### src/rtl/core/i2ew_pkg.sv
// shared types and constants for the integer to english word token core
package i2ew_pkg;

	localparam int unsigned NUM_W     = 31;
	localparam int unsigned DIG_N     = 10;
	localparam int unsigned BCD_W     = 4 * DIG_N;
	localparam int unsigned CNT_W     = $clog2(NUM_W);
	localparam int unsigned GRP_W     = 2;
	localparam int unsigned WORD_W    = 5;
	localparam int unsigned IN_DATA_W  = 32;
	localparam int unsigned OUT_DATA_W = 8;

	localparam logic [CNT_W-1:0]  CONV_LAST = CNT_W'(NUM_W - 1);
	localparam logic [GRP_W-1:0]  GRP_UNITS = 2'd3;

	localparam logic [WORD_W-1:0] TOK_ZERO     = 5'd0;
	localparam logic [WORD_W-1:0] TOK_TEEN0    = 5'd10;
	localparam logic [WORD_W-1:0] TOK_TENS0    = 5'd18;
	localparam logic [WORD_W-1:0] TOK_HUNDRED  = 5'd28;
	localparam logic [WORD_W-1:0] TOK_BILLION  = 5'd31;

	typedef enum logic [3:0] {
		ST_IDLE,
		ST_CONV,
		ST_ZERO,
		ST_HUND,
		ST_HWORD,
		ST_TENS,
		ST_ONES,
		ST_SCALE,
		ST_FLUSH
	} state_t;

endpackage

### src/rtl/core/integer_to_english_word_tokens_core.sv
// integer to english word token core: binary to bcd converter and token sequencer
// Spells an unsigned 31-bit number (low 31 bits of s_tdata) as a run of word tokens on the
// master side, most significant first, with tlast on the final token; zero gives the single
// token zero. One request is taken at a time: it is captured, converted to ten decimal digits
// by a shift-and-add-3 unit that handles one input bit per cycle, then a sequencer walks the
// billion, million, thousand and units groups, one step per cycle while the master side
// accepts: one step for a zero group, up to five for a nonzero group (hundreds digit,
// hundred, tens, ones, scale), followed by a flush step. A stalled master side holds the
// sequencer in its current step.
module integer_to_english_word_tokens_core (
	input  logic        clk,
	input  logic        arst_n,
	input  logic        s_tvalid,
	output logic        s_tready,
	input  logic [31:0] s_tdata,   // [30:0] number, [31] zero fill
	output logic        m_tvalid,
	input  logic        m_tready,
	output logic [7:0]  m_tdata,   // [4:0] word, [7:5] zero fill
	output logic        m_tlast    // last_word
);
	import i2ew_pkg::*;

	state_t              state_q, state_nx;
	logic [NUM_W-1:0]    bin_q;
	logic [BCD_W-1:0]    bcd_q, bcd_adj;
	logic [CNT_W-1:0]    cnt_q;
	logic [GRP_W-1:0]    grp_q;
	logic                zero_q;
	logic                pend_vld_q;
	logic [WORD_W-1:0]   pend_q;
	logic                out_vld_q, out_last_q;
	logic [WORD_W-1:0]   out_word_q;

	logic                adv, accept, mv_out;
	logic                tok_vld, grp_inc;
	logic [WORD_W-1:0]   tok;
	logic [11:0]         grp_bcd;
	logic [3:0]          dig_h, dig_t, dig_o;
	logic                grp_nz;

	assign accept   = s_tvalid && s_tready;
	assign s_tready = (state_q == ST_IDLE);
	assign adv      = !out_vld_q || m_tready;
	assign mv_out   = adv && ((tok_vld && pend_vld_q) || state_q == ST_FLUSH);

	assign m_tvalid = out_vld_q;
	assign m_tdata  = {{(OUT_DATA_W - WORD_W){1'b0}}, out_word_q};
	assign m_tlast  = out_last_q;

	// add-3 correction on every digit before the shift
	always_comb begin
		for (int i = 0; i < DIG_N; i++) begin
			if (bcd_q[4*i +: 4] >= 4'd5) begin
				bcd_adj[4*i +: 4] = bcd_q[4*i +: 4] + 4'd3;
			end else begin
				bcd_adj[4*i +: 4] = bcd_q[4*i +: 4];
			end
		end
	end

	// billion group holds only the top digit
	always_comb begin
		case (grp_q)
			2'd0:    grp_bcd = {8'd0, bcd_q[39:36]};
			2'd1:    grp_bcd = bcd_q[35:24];
			2'd2:    grp_bcd = bcd_q[23:12];
			default: grp_bcd = bcd_q[11:0];
		endcase
	end

	assign dig_h  = grp_bcd[11:8];
	assign dig_t  = grp_bcd[7:4];
	assign dig_o  = grp_bcd[3:0];
	assign grp_nz = (grp_bcd != 12'd0);

	// next state
	always_comb begin
		state_nx = state_q;
		case (state_q)
			ST_IDLE: begin
				if (accept) state_nx = ST_CONV;
			end
			ST_CONV: begin
				if (cnt_q == CONV_LAST) state_nx = zero_q ? ST_ZERO : ST_HUND;
			end
			ST_ZERO: begin
				if (adv) state_nx = ST_FLUSH;
			end
			ST_HUND: begin
				if (adv) begin
					if (!grp_nz) begin
						state_nx = (grp_q == GRP_UNITS) ? ST_FLUSH : ST_HUND;
					end else if (dig_h != 4'd0) begin
						state_nx = ST_HWORD;
					end else begin
						state_nx = ST_TENS;
					end
				end
			end
			ST_HWORD: begin
				if (adv) state_nx = ST_TENS;
			end
			ST_TENS: begin
				if (adv) state_nx = (dig_t >= 4'd2) ? ST_ONES : ST_SCALE;
			end
			ST_ONES: begin
				if (adv) state_nx = ST_SCALE;
			end
			ST_SCALE: begin
				if (adv) state_nx = (grp_q == GRP_UNITS) ? ST_FLUSH : ST_HUND;
			end
			ST_FLUSH: begin
				if (adv) state_nx = ST_IDLE;
			end
			default: state_nx = ST_IDLE;
		endcase
	end

	// token produced by the current sequencer step
	always_comb begin
		tok_vld = 1'b0;
		tok     = TOK_ZERO;
		grp_inc = 1'b0;
		case (state_q)
			ST_ZERO: begin
				tok_vld = 1'b1;
				tok     = TOK_ZERO;
			end
			ST_HUND: begin
				if (!grp_nz) begin
					grp_inc = (grp_q != GRP_UNITS);
				end else if (dig_h != 4'd0) begin
					tok_vld = 1'b1;
					tok     = {1'b0, dig_h};
				end
			end
			ST_HWORD: begin
				tok_vld = 1'b1;
				tok     = TOK_HUNDRED;
			end
			ST_TENS: begin
				if (dig_t >= 4'd2) begin
					tok_vld = 1'b1;
					tok     = TOK_TENS0 + {1'b0, dig_t};
				end else if (dig_t == 4'd1) begin
					tok_vld = 1'b1;
					tok     = TOK_TEEN0 + {1'b0, dig_o};
				end else if (dig_o != 4'd0) begin
					tok_vld = 1'b1;
					tok     = {1'b0, dig_o};
				end
			end
			ST_ONES: begin
				if (dig_o != 4'd0) begin
					tok_vld = 1'b1;
					tok     = {1'b0, dig_o};
				end
			end
			ST_SCALE: begin
				// billion, million, thousand count down from the top code
				tok_vld = (grp_q != GRP_UNITS);
				tok     = TOK_BILLION - {3'd0, grp_q};
				grp_inc = (grp_q != GRP_UNITS);
			end
			default: begin
				tok_vld = 1'b0;
			end
		endcase
	end

	always_ff @(posedge clk or negedge arst_n) begin
		if (!arst_n) begin
			state_q    <= ST_IDLE;
			pend_vld_q <= 1'b0;
			out_vld_q  <= 1'b0;
		end else begin
			state_q <= state_nx;
			if (mv_out) begin
				out_vld_q <= 1'b1;
			end else if (m_tready) begin
				out_vld_q <= 1'b0;
			end
			if (adv && tok_vld) begin
				pend_vld_q <= 1'b1;
			end else if (adv && state_q == ST_FLUSH) begin
				pend_vld_q <= 1'b0;
			end
		end
	end

	always_ff @(posedge clk) begin
		if (accept) begin
			bin_q  <= s_tdata[NUM_W-1:0];
			bcd_q  <= '0;
			cnt_q  <= '0;
			grp_q  <= '0;
			zero_q <= (s_tdata[NUM_W-1:0] == '0);
		end else if (state_q == ST_CONV) begin
			bcd_q <= {bcd_adj[BCD_W-2:0], bin_q[NUM_W-1]};
			bin_q <= {bin_q[NUM_W-2:0], 1'b0};
			cnt_q <= cnt_q + 1'b1;
		end else if (adv && grp_inc) begin
			grp_q <= grp_q + 1'b1;
		end
		if (adv && tok_vld) begin
			pend_q <= tok;
		end
		if (mv_out) begin
			out_word_q <= pend_q;
			out_last_q <= (state_q == ST_FLUSH);
		end
	end

	// a flush always hands over the final token
	a_flush_last: assert property (@(posedge clk) disable iff (!arst_n)
		(state_q == ST_FLUSH && adv) |=> (state_q == ST_IDLE && m_tvalid && m_tlast))
		else $error("flush did not deliver a last token");

	// a new request never finds a token of the previous one still pending
	a_accept_clean: assert property (@(posedge clk) disable iff (!arst_n)
		accept |-> !pend_vld_q)
		else $error("request accepted with a token pending");

	// a non-final token on the output always has a successor held back
	a_nonlast_pend: assert property (@(posedge clk) disable iff (!arst_n)
		(m_tvalid && !m_tlast) |-> pend_vld_q)
		else $error("non-final token without a pending successor");

	// the flush step is reached only with a token in hand
	a_flush_pend: assert property (@(posedge clk) disable iff (!arst_n)
		(state_q == ST_FLUSH) |-> pend_vld_q)
		else $error("flush without a pending token");

endmodule
### config.mk
export PLATFORM = sky130hd
export DESIGN_NAME = integer_to_english_word_tokens_core
export DESIGN_NICKNAME = d
export VERILOG_FILES = /design/src/rtl/core/i2ew_pkg.sv /design/src/rtl/core/integer_to_english_word_tokens_core.sv
export SDC_FILE = /design/constraint.sdc
export NUM_CORES = 1
export LEC_CHECK = 0
export ABC_AREA = 1
export BUFFER_PORTS_ARGS = -buffer_cell sky130_fd_sc_hd__clkbuf_2
export CAP_MARGIN = 30
export CORE_MARGIN = 2
export CORE_UTILIZATION = 55
export CTS_BUF_LIST = sky130_fd_sc_hd__clkbuf_8
export DETAILED_ROUTE_END_ITERATION = 12
export GPL_ROUTABILITY_DRIVEN = 0
export GPL_TIMING_DRIVEN = 1
export PLACE_DENSITY = 0.8
export SETUP_SLACK_MARGIN = 0.4
export SLEW_MARGIN = 20
export SYNTH_ARGS = -nofsm -noshare
export SYNTH_HDL_FRONTEND = slang
export SYNTH_SLANG_ARGS = --single-unit
### constraint.sdc
create_clock -name clk -period 1.9 [get_ports clk]
set_input_delay 0.19 -clock clk [delete_from_list [all_inputs] [get_ports clk]]
set_output_delay 0.19 -clock clk [all_outputs]
set_load 0.02 [all_outputs]
==> results summary <==
The placement row count is 36. The post-layout net count came out at 914. The first global-routing pass estimated 31.3 mm of wire.

The detailed-placement wirelength estimate is 9.31 mm. The maximum vdd ir drop came out at 1170 µV. The boundary pin count came out at 47.

The final setup slack of the worst path is -632 ps. The signal on the critical path passes through inv_4 > ha_4 > buf_6 > nand2_2 > nand2_2 > nand2_2 > o21ai_4 > nor2_4 > nand2_2 > buf_6 > nor2_4 > nand2_2 > buf_4 > nand3_1 > nand2_1 > nand2_1. The cell sitting at the root of the clock tree is a sky130_fd_sc_hd__clkbuf_8. The number of synthesis warnings came out at 0. The detailed router's first-iteration violation count is 1385. The core utilization of the finished layout is 89.7%.

The number of pins exceeding their max-slew limit in the final report is 0. The number of clock sinks seen by CTS is 96. The floorplan die area came out at 0.0108 mm². Max-cap violations in this run came to 0. In this run the number of cells on the critical path is 16.

The data required time at the worst endpoint is between 2000 and 2500 ps. The total vias in the final route is 7075. The number of routed nets with antenna violations came out at 0. The post-route netlist has a little under half of its cells at a drive strength greater than 1. During placement, the flow inserted port buffers numbering 42.

The cell area after placement is 0.00603 mm². Synthesis produced a netlist whose cell count is between 700 and 800. The number of buffers inserted during clock tree synthesis is 9.

The worst setup slack after placement came out at -118 ps. The critical path is of the register to register type. The number of cells on the worst reg-to-reg path came out at 16.

The antenna diode count came out at 0. The average size of a mapped cell came out at roughly 7.7 µm². The data arrival time at the worst-slack endpoint came out at between 2000 and 3000 ps. The routed design could run at a clock period as short as between 2000 and 3000 ps.

The number of inserted filler cells in the final layout is 356. For the pin with the worst max-slew slack, the measured transition is around 730 ps. The cell that appears most often on the critical path is sky130_fd_sc_hd__nand2_2. The final reports fail on DRC, setup timing.

The sequential cells in the finished layout cover a total of 0.00240 mm². The total overflow left after global routing is 0. The period utilization is 133%. The clock tree synthesis step divided the H-tree into 3 levels. The clock reaches the later pin of the worst-skew pair after 430 ps. On the final layout, the worst clock skew is ~28 ps. The maximum frequency from static timing analysis came out at 395 MHz. The die extent in x came out at around 100 µm. The detailed-router iteration count before antenna repair is 13. The number of distinct library cells after synthesis came out at 41. The number of global-route vias before repair came out at 6178. The worst path buffer plus inverter count is 4.

The power density over the cells is approximately 2200 mW/mm². The total area of multi-input combinational cells is 0.00383 mm². The per-cell via count in the routed design came out at 7.16.

The largest net degree at the start of global routing came out at 17. The worst hold path passes through 3 cells. The largest fanout on the critical path is 6.

For this configuration, the core starts out at a cell density of 56.3%. In the global route stage, overall resource usage came out at 37.3%. The cell area that synthesis handed to floorplanning was approximately 0.0055 mm².

The core region is 0.00973 mm². The synthesis-to-finish area growth came out at 59.2%. The path category of the worst min-delay check is input pin to register. The number of antenna violations at the first check in global routing came out at 0.

TritonCTS built the clock tree. The clock-pin transition on the worst setup and hold timing paths came out at 120 ps. Dividing the detail-routed wire length by the instance count gives 29.6 µm. The count of state elements after synthesis is 96. After routing the design area is 0.00872 mm². The total DRC errors in the routed layout came out at 1. The headroom to the max-slew limit is ~51%. Measured along the y axis, the die boundary spans between 100 and 150 µm.

The kind of launch point of the worst setup path is a register. Setup repair after global routing could not meet its margin everywhere. The category of cells accounting for the largest share of critical-path delay is simple AND/OR/NAND/NOR gates. The largest stage delay on the critical path came out at between 400 and 500 ps.

The flow ran to the end, but the final reports show violations. No sink is reached through more buffers than the 2 on the longest clock path. The endpoint kind of the worst setup timing path is a register.

The total power came out at 19.3 mW. Wires add up to 29.2 mm. The slowest stage of the critical path is the sky130_fd_sc_hd__dfxtp_4 cell.

The final-report hold violation count was 0. Sequential cells were found to cover between 40% and 50% of the synthesized design area. The static power due to leakage came out at about 3.9 nW. The final setup violation count is 85. On the final layout, the worst hold slack is 70.2 ps.
-- Yosys cell counts, drive strengths merged --
cell,n,area share [%]
dfrtp,6,2.7
nand3,31,3.2
ha,28,6.4
nor3,7,0.73
nor3b,1,0.14
o211ai,7,0.96
a21oi,54,4.9
nand4,5,0.57
nand2,213,15
or2,1,0.16
dfxtp,47,17
inv,91,6.3
nor4,7,0.80
nor2,65,5.0
o22ai,1,0.11
conb,1,0.068
o21bai,2,0.27
o21ai,59,5.5
buf,21,2.7
and3,1,0.11
xor2,3,0.48
xnor2,1,0.16
o32ai,2,0.32
edfxtp,43,24
o31ai,1,0.14
clkbuf,4,0.27
o311ai,13,2.1
-- what timing repair did --
item                       in CTS  in global routing
setup endpoints to repair     129                133
hold buffers                    1                  0
cloned                         16                  5
resized for setup             191                228
pin swaps                      44                 61
setup buffers                  26                 25
hold endpoints to repair        6                  0
-- stage by stage --
step / setup TNS, ps / instances
CTS: -212 / 958
global placement: -64.3 / 899
global route: -14850 / 988
detailed placement: -959 / 899
finish: -13490 / 988
floorplan: 0 / 717
-- cell usage in the layout, fill, tap and decap left out, types with 4 or more instances in the layout --
cell type / count
sky130_fd_sc_hd__a21oi_1: 28
sky130_fd_sc_hd__a21oi_2: 25
sky130_fd_sc_hd__buf_12: 19
sky130_fd_sc_hd__buf_16: 14
sky130_fd_sc_hd__buf_4: 37
sky130_fd_sc_hd__buf_6: 18
sky130_fd_sc_hd__buf_8: 11
sky130_fd_sc_hd__clkbuf_16: 5
sky130_fd_sc_hd__clkbuf_2: 41
sky130_fd_sc_hd__clkbuf_8: 9
sky130_fd_sc_hd__dfrtp_1: 4
sky130_fd_sc_hd__dfxtp_1: 41
sky130_fd_sc_hd__dfxtp_2: 4
sky130_fd_sc_hd__edfxtp_1: 43
sky130_fd_sc_hd__ha_1: 19
sky130_fd_sc_hd__ha_2: 5
sky130_fd_sc_hd__ha_4: 4
sky130_fd_sc_hd__inv_1: 82
sky130_fd_sc_hd__inv_2: 6
sky130_fd_sc_hd__nand2_1: 107
sky130_fd_sc_hd__nand2_2: 62
sky130_fd_sc_hd__nand2_4: 41
sky130_fd_sc_hd__nand2_8: 4
sky130_fd_sc_hd__nand3_1: 15
sky130_fd_sc_hd__nand3_2: 14
sky130_fd_sc_hd__nand4_1: 5
sky130_fd_sc_hd__nor2_1: 42
sky130_fd_sc_hd__nor2_2: 12
sky130_fd_sc_hd__nor2_4: 11
sky130_fd_sc_hd__nor4_1: 7
sky130_fd_sc_hd__o211ai_1: 7
sky130_fd_sc_hd__o21ai_0: 11
sky130_fd_sc_hd__o21ai_1: 18
sky130_fd_sc_hd__o21ai_2: 21
sky130_fd_sc_hd__o21ai_4: 9
sky130_fd_sc_hd__o311ai_4: 10
-- worst paths after layout --
| check | slack (ps) | startpoint | endpoint |
|---|---|---|---|
| max in group asynchronous | 1620 | arst_n | state_q[0] |
| worst max register to register | -630 | grp_q[1] | state_q[1] |
| worst min-delay path | 70 | s_tdata[1] | bin_q[1] |
| worst min register to register | 420 | pend_q[3] | out_word_q[3] |
| worst max-delay path | -630 | grp_q[1] | state_q[1] |
| min in group asynchronous | 100 | arst_n | pend_vld_q |
-- layer usage --
layer	up-vias	wire, µm	GRT usage, %
li1	2627	-	-
met1	3141	8810	40.6
met2	894	12400	62.8
met3	413	4200	8.94
met4	0	3830	27.7
met5	-	0	0
-- cells by family after synthesis --
| kind of cell | Yosys count | share of synthesized area [%] |
|---|---|---|
| other | 1 | 0.0684 |
| buffers and inverters | 116 | 9.27 |
| XOR/XNOR | 4 | 0.639 |
| AND/OR/NAND/NOR | 331 | 25.9 |
| adder cells (fa/ha/maj) | 28 | 6.39 |
| AO/OA/AOI/OAI | 139 | 14.3 |
| flip-flops | 96 | 43.5 |
-- flip-flops by register name, summed over array words and instances, names as in the netlist --
| name | cells |
|---|---|
| bcd_q | 40 |
| bin_q | 31 |
| cnt_q | 5 |
| out_word_q | 5 |
| pend_q | 5 |
| state_q | 4 |
| grp_q | 2 |
| m_tlast | 1 |
| m_tvalid | 1 |
| pend_vld_q | 1 |
| zero_q | 1 |
-- worst reg2reg max path, cell delays in order, from the launching register on --
cell and delay (ps):
sky130_fd_sc_hd__dfxtp_4 460, sky130_fd_sc_hd__inv_4 90, sky130_fd_sc_hd__ha_4 200, sky130_fd_sc_hd__buf_6 140, sky130_fd_sc_hd__nand2_2 70, sky130_fd_sc_hd__nand2_2 140
sky130_fd_sc_hd__nand2_2 160, sky130_fd_sc_hd__o21ai_4 120, sky130_fd_sc_hd__nor2_4 160, sky130_fd_sc_hd__nand2_2 100, sky130_fd_sc_hd__buf_6 150, sky130_fd_sc_hd__nor2_4 140
sky130_fd_sc_hd__nand2_2 100, sky130_fd_sc_hd__buf_4 140, sky130_fd_sc_hd__nand3_1 90, sky130_fd_sc_hd__nand2_1 70, sky130_fd_sc_hd__nand2_1 130
-- where the power goes --
part / total [mW] / switching (mW) / leakage (nW) / internal, mW
Sequential: 4.62 / 1.14 / 0.874 / 3.48
Clock: 1.56 / 0.943 / 0.104 / 0.617
Combinational: 13.1 / 7.53 / 2.90 / 5.61
Total: 19.3 / 9.62 / 3.87 / 9.71
-- layout make-up --
class	count	area share [%]
clock buffers	9	1.42
multi-input cells	506	44.0
repair buffers	146	20.1
inverters	91	4.32
clock inverters	7	0.846
flip-flops and latches	96	27.5
well taps	133	1.91
Note: power is estimated with default switching activity, not from simulation.
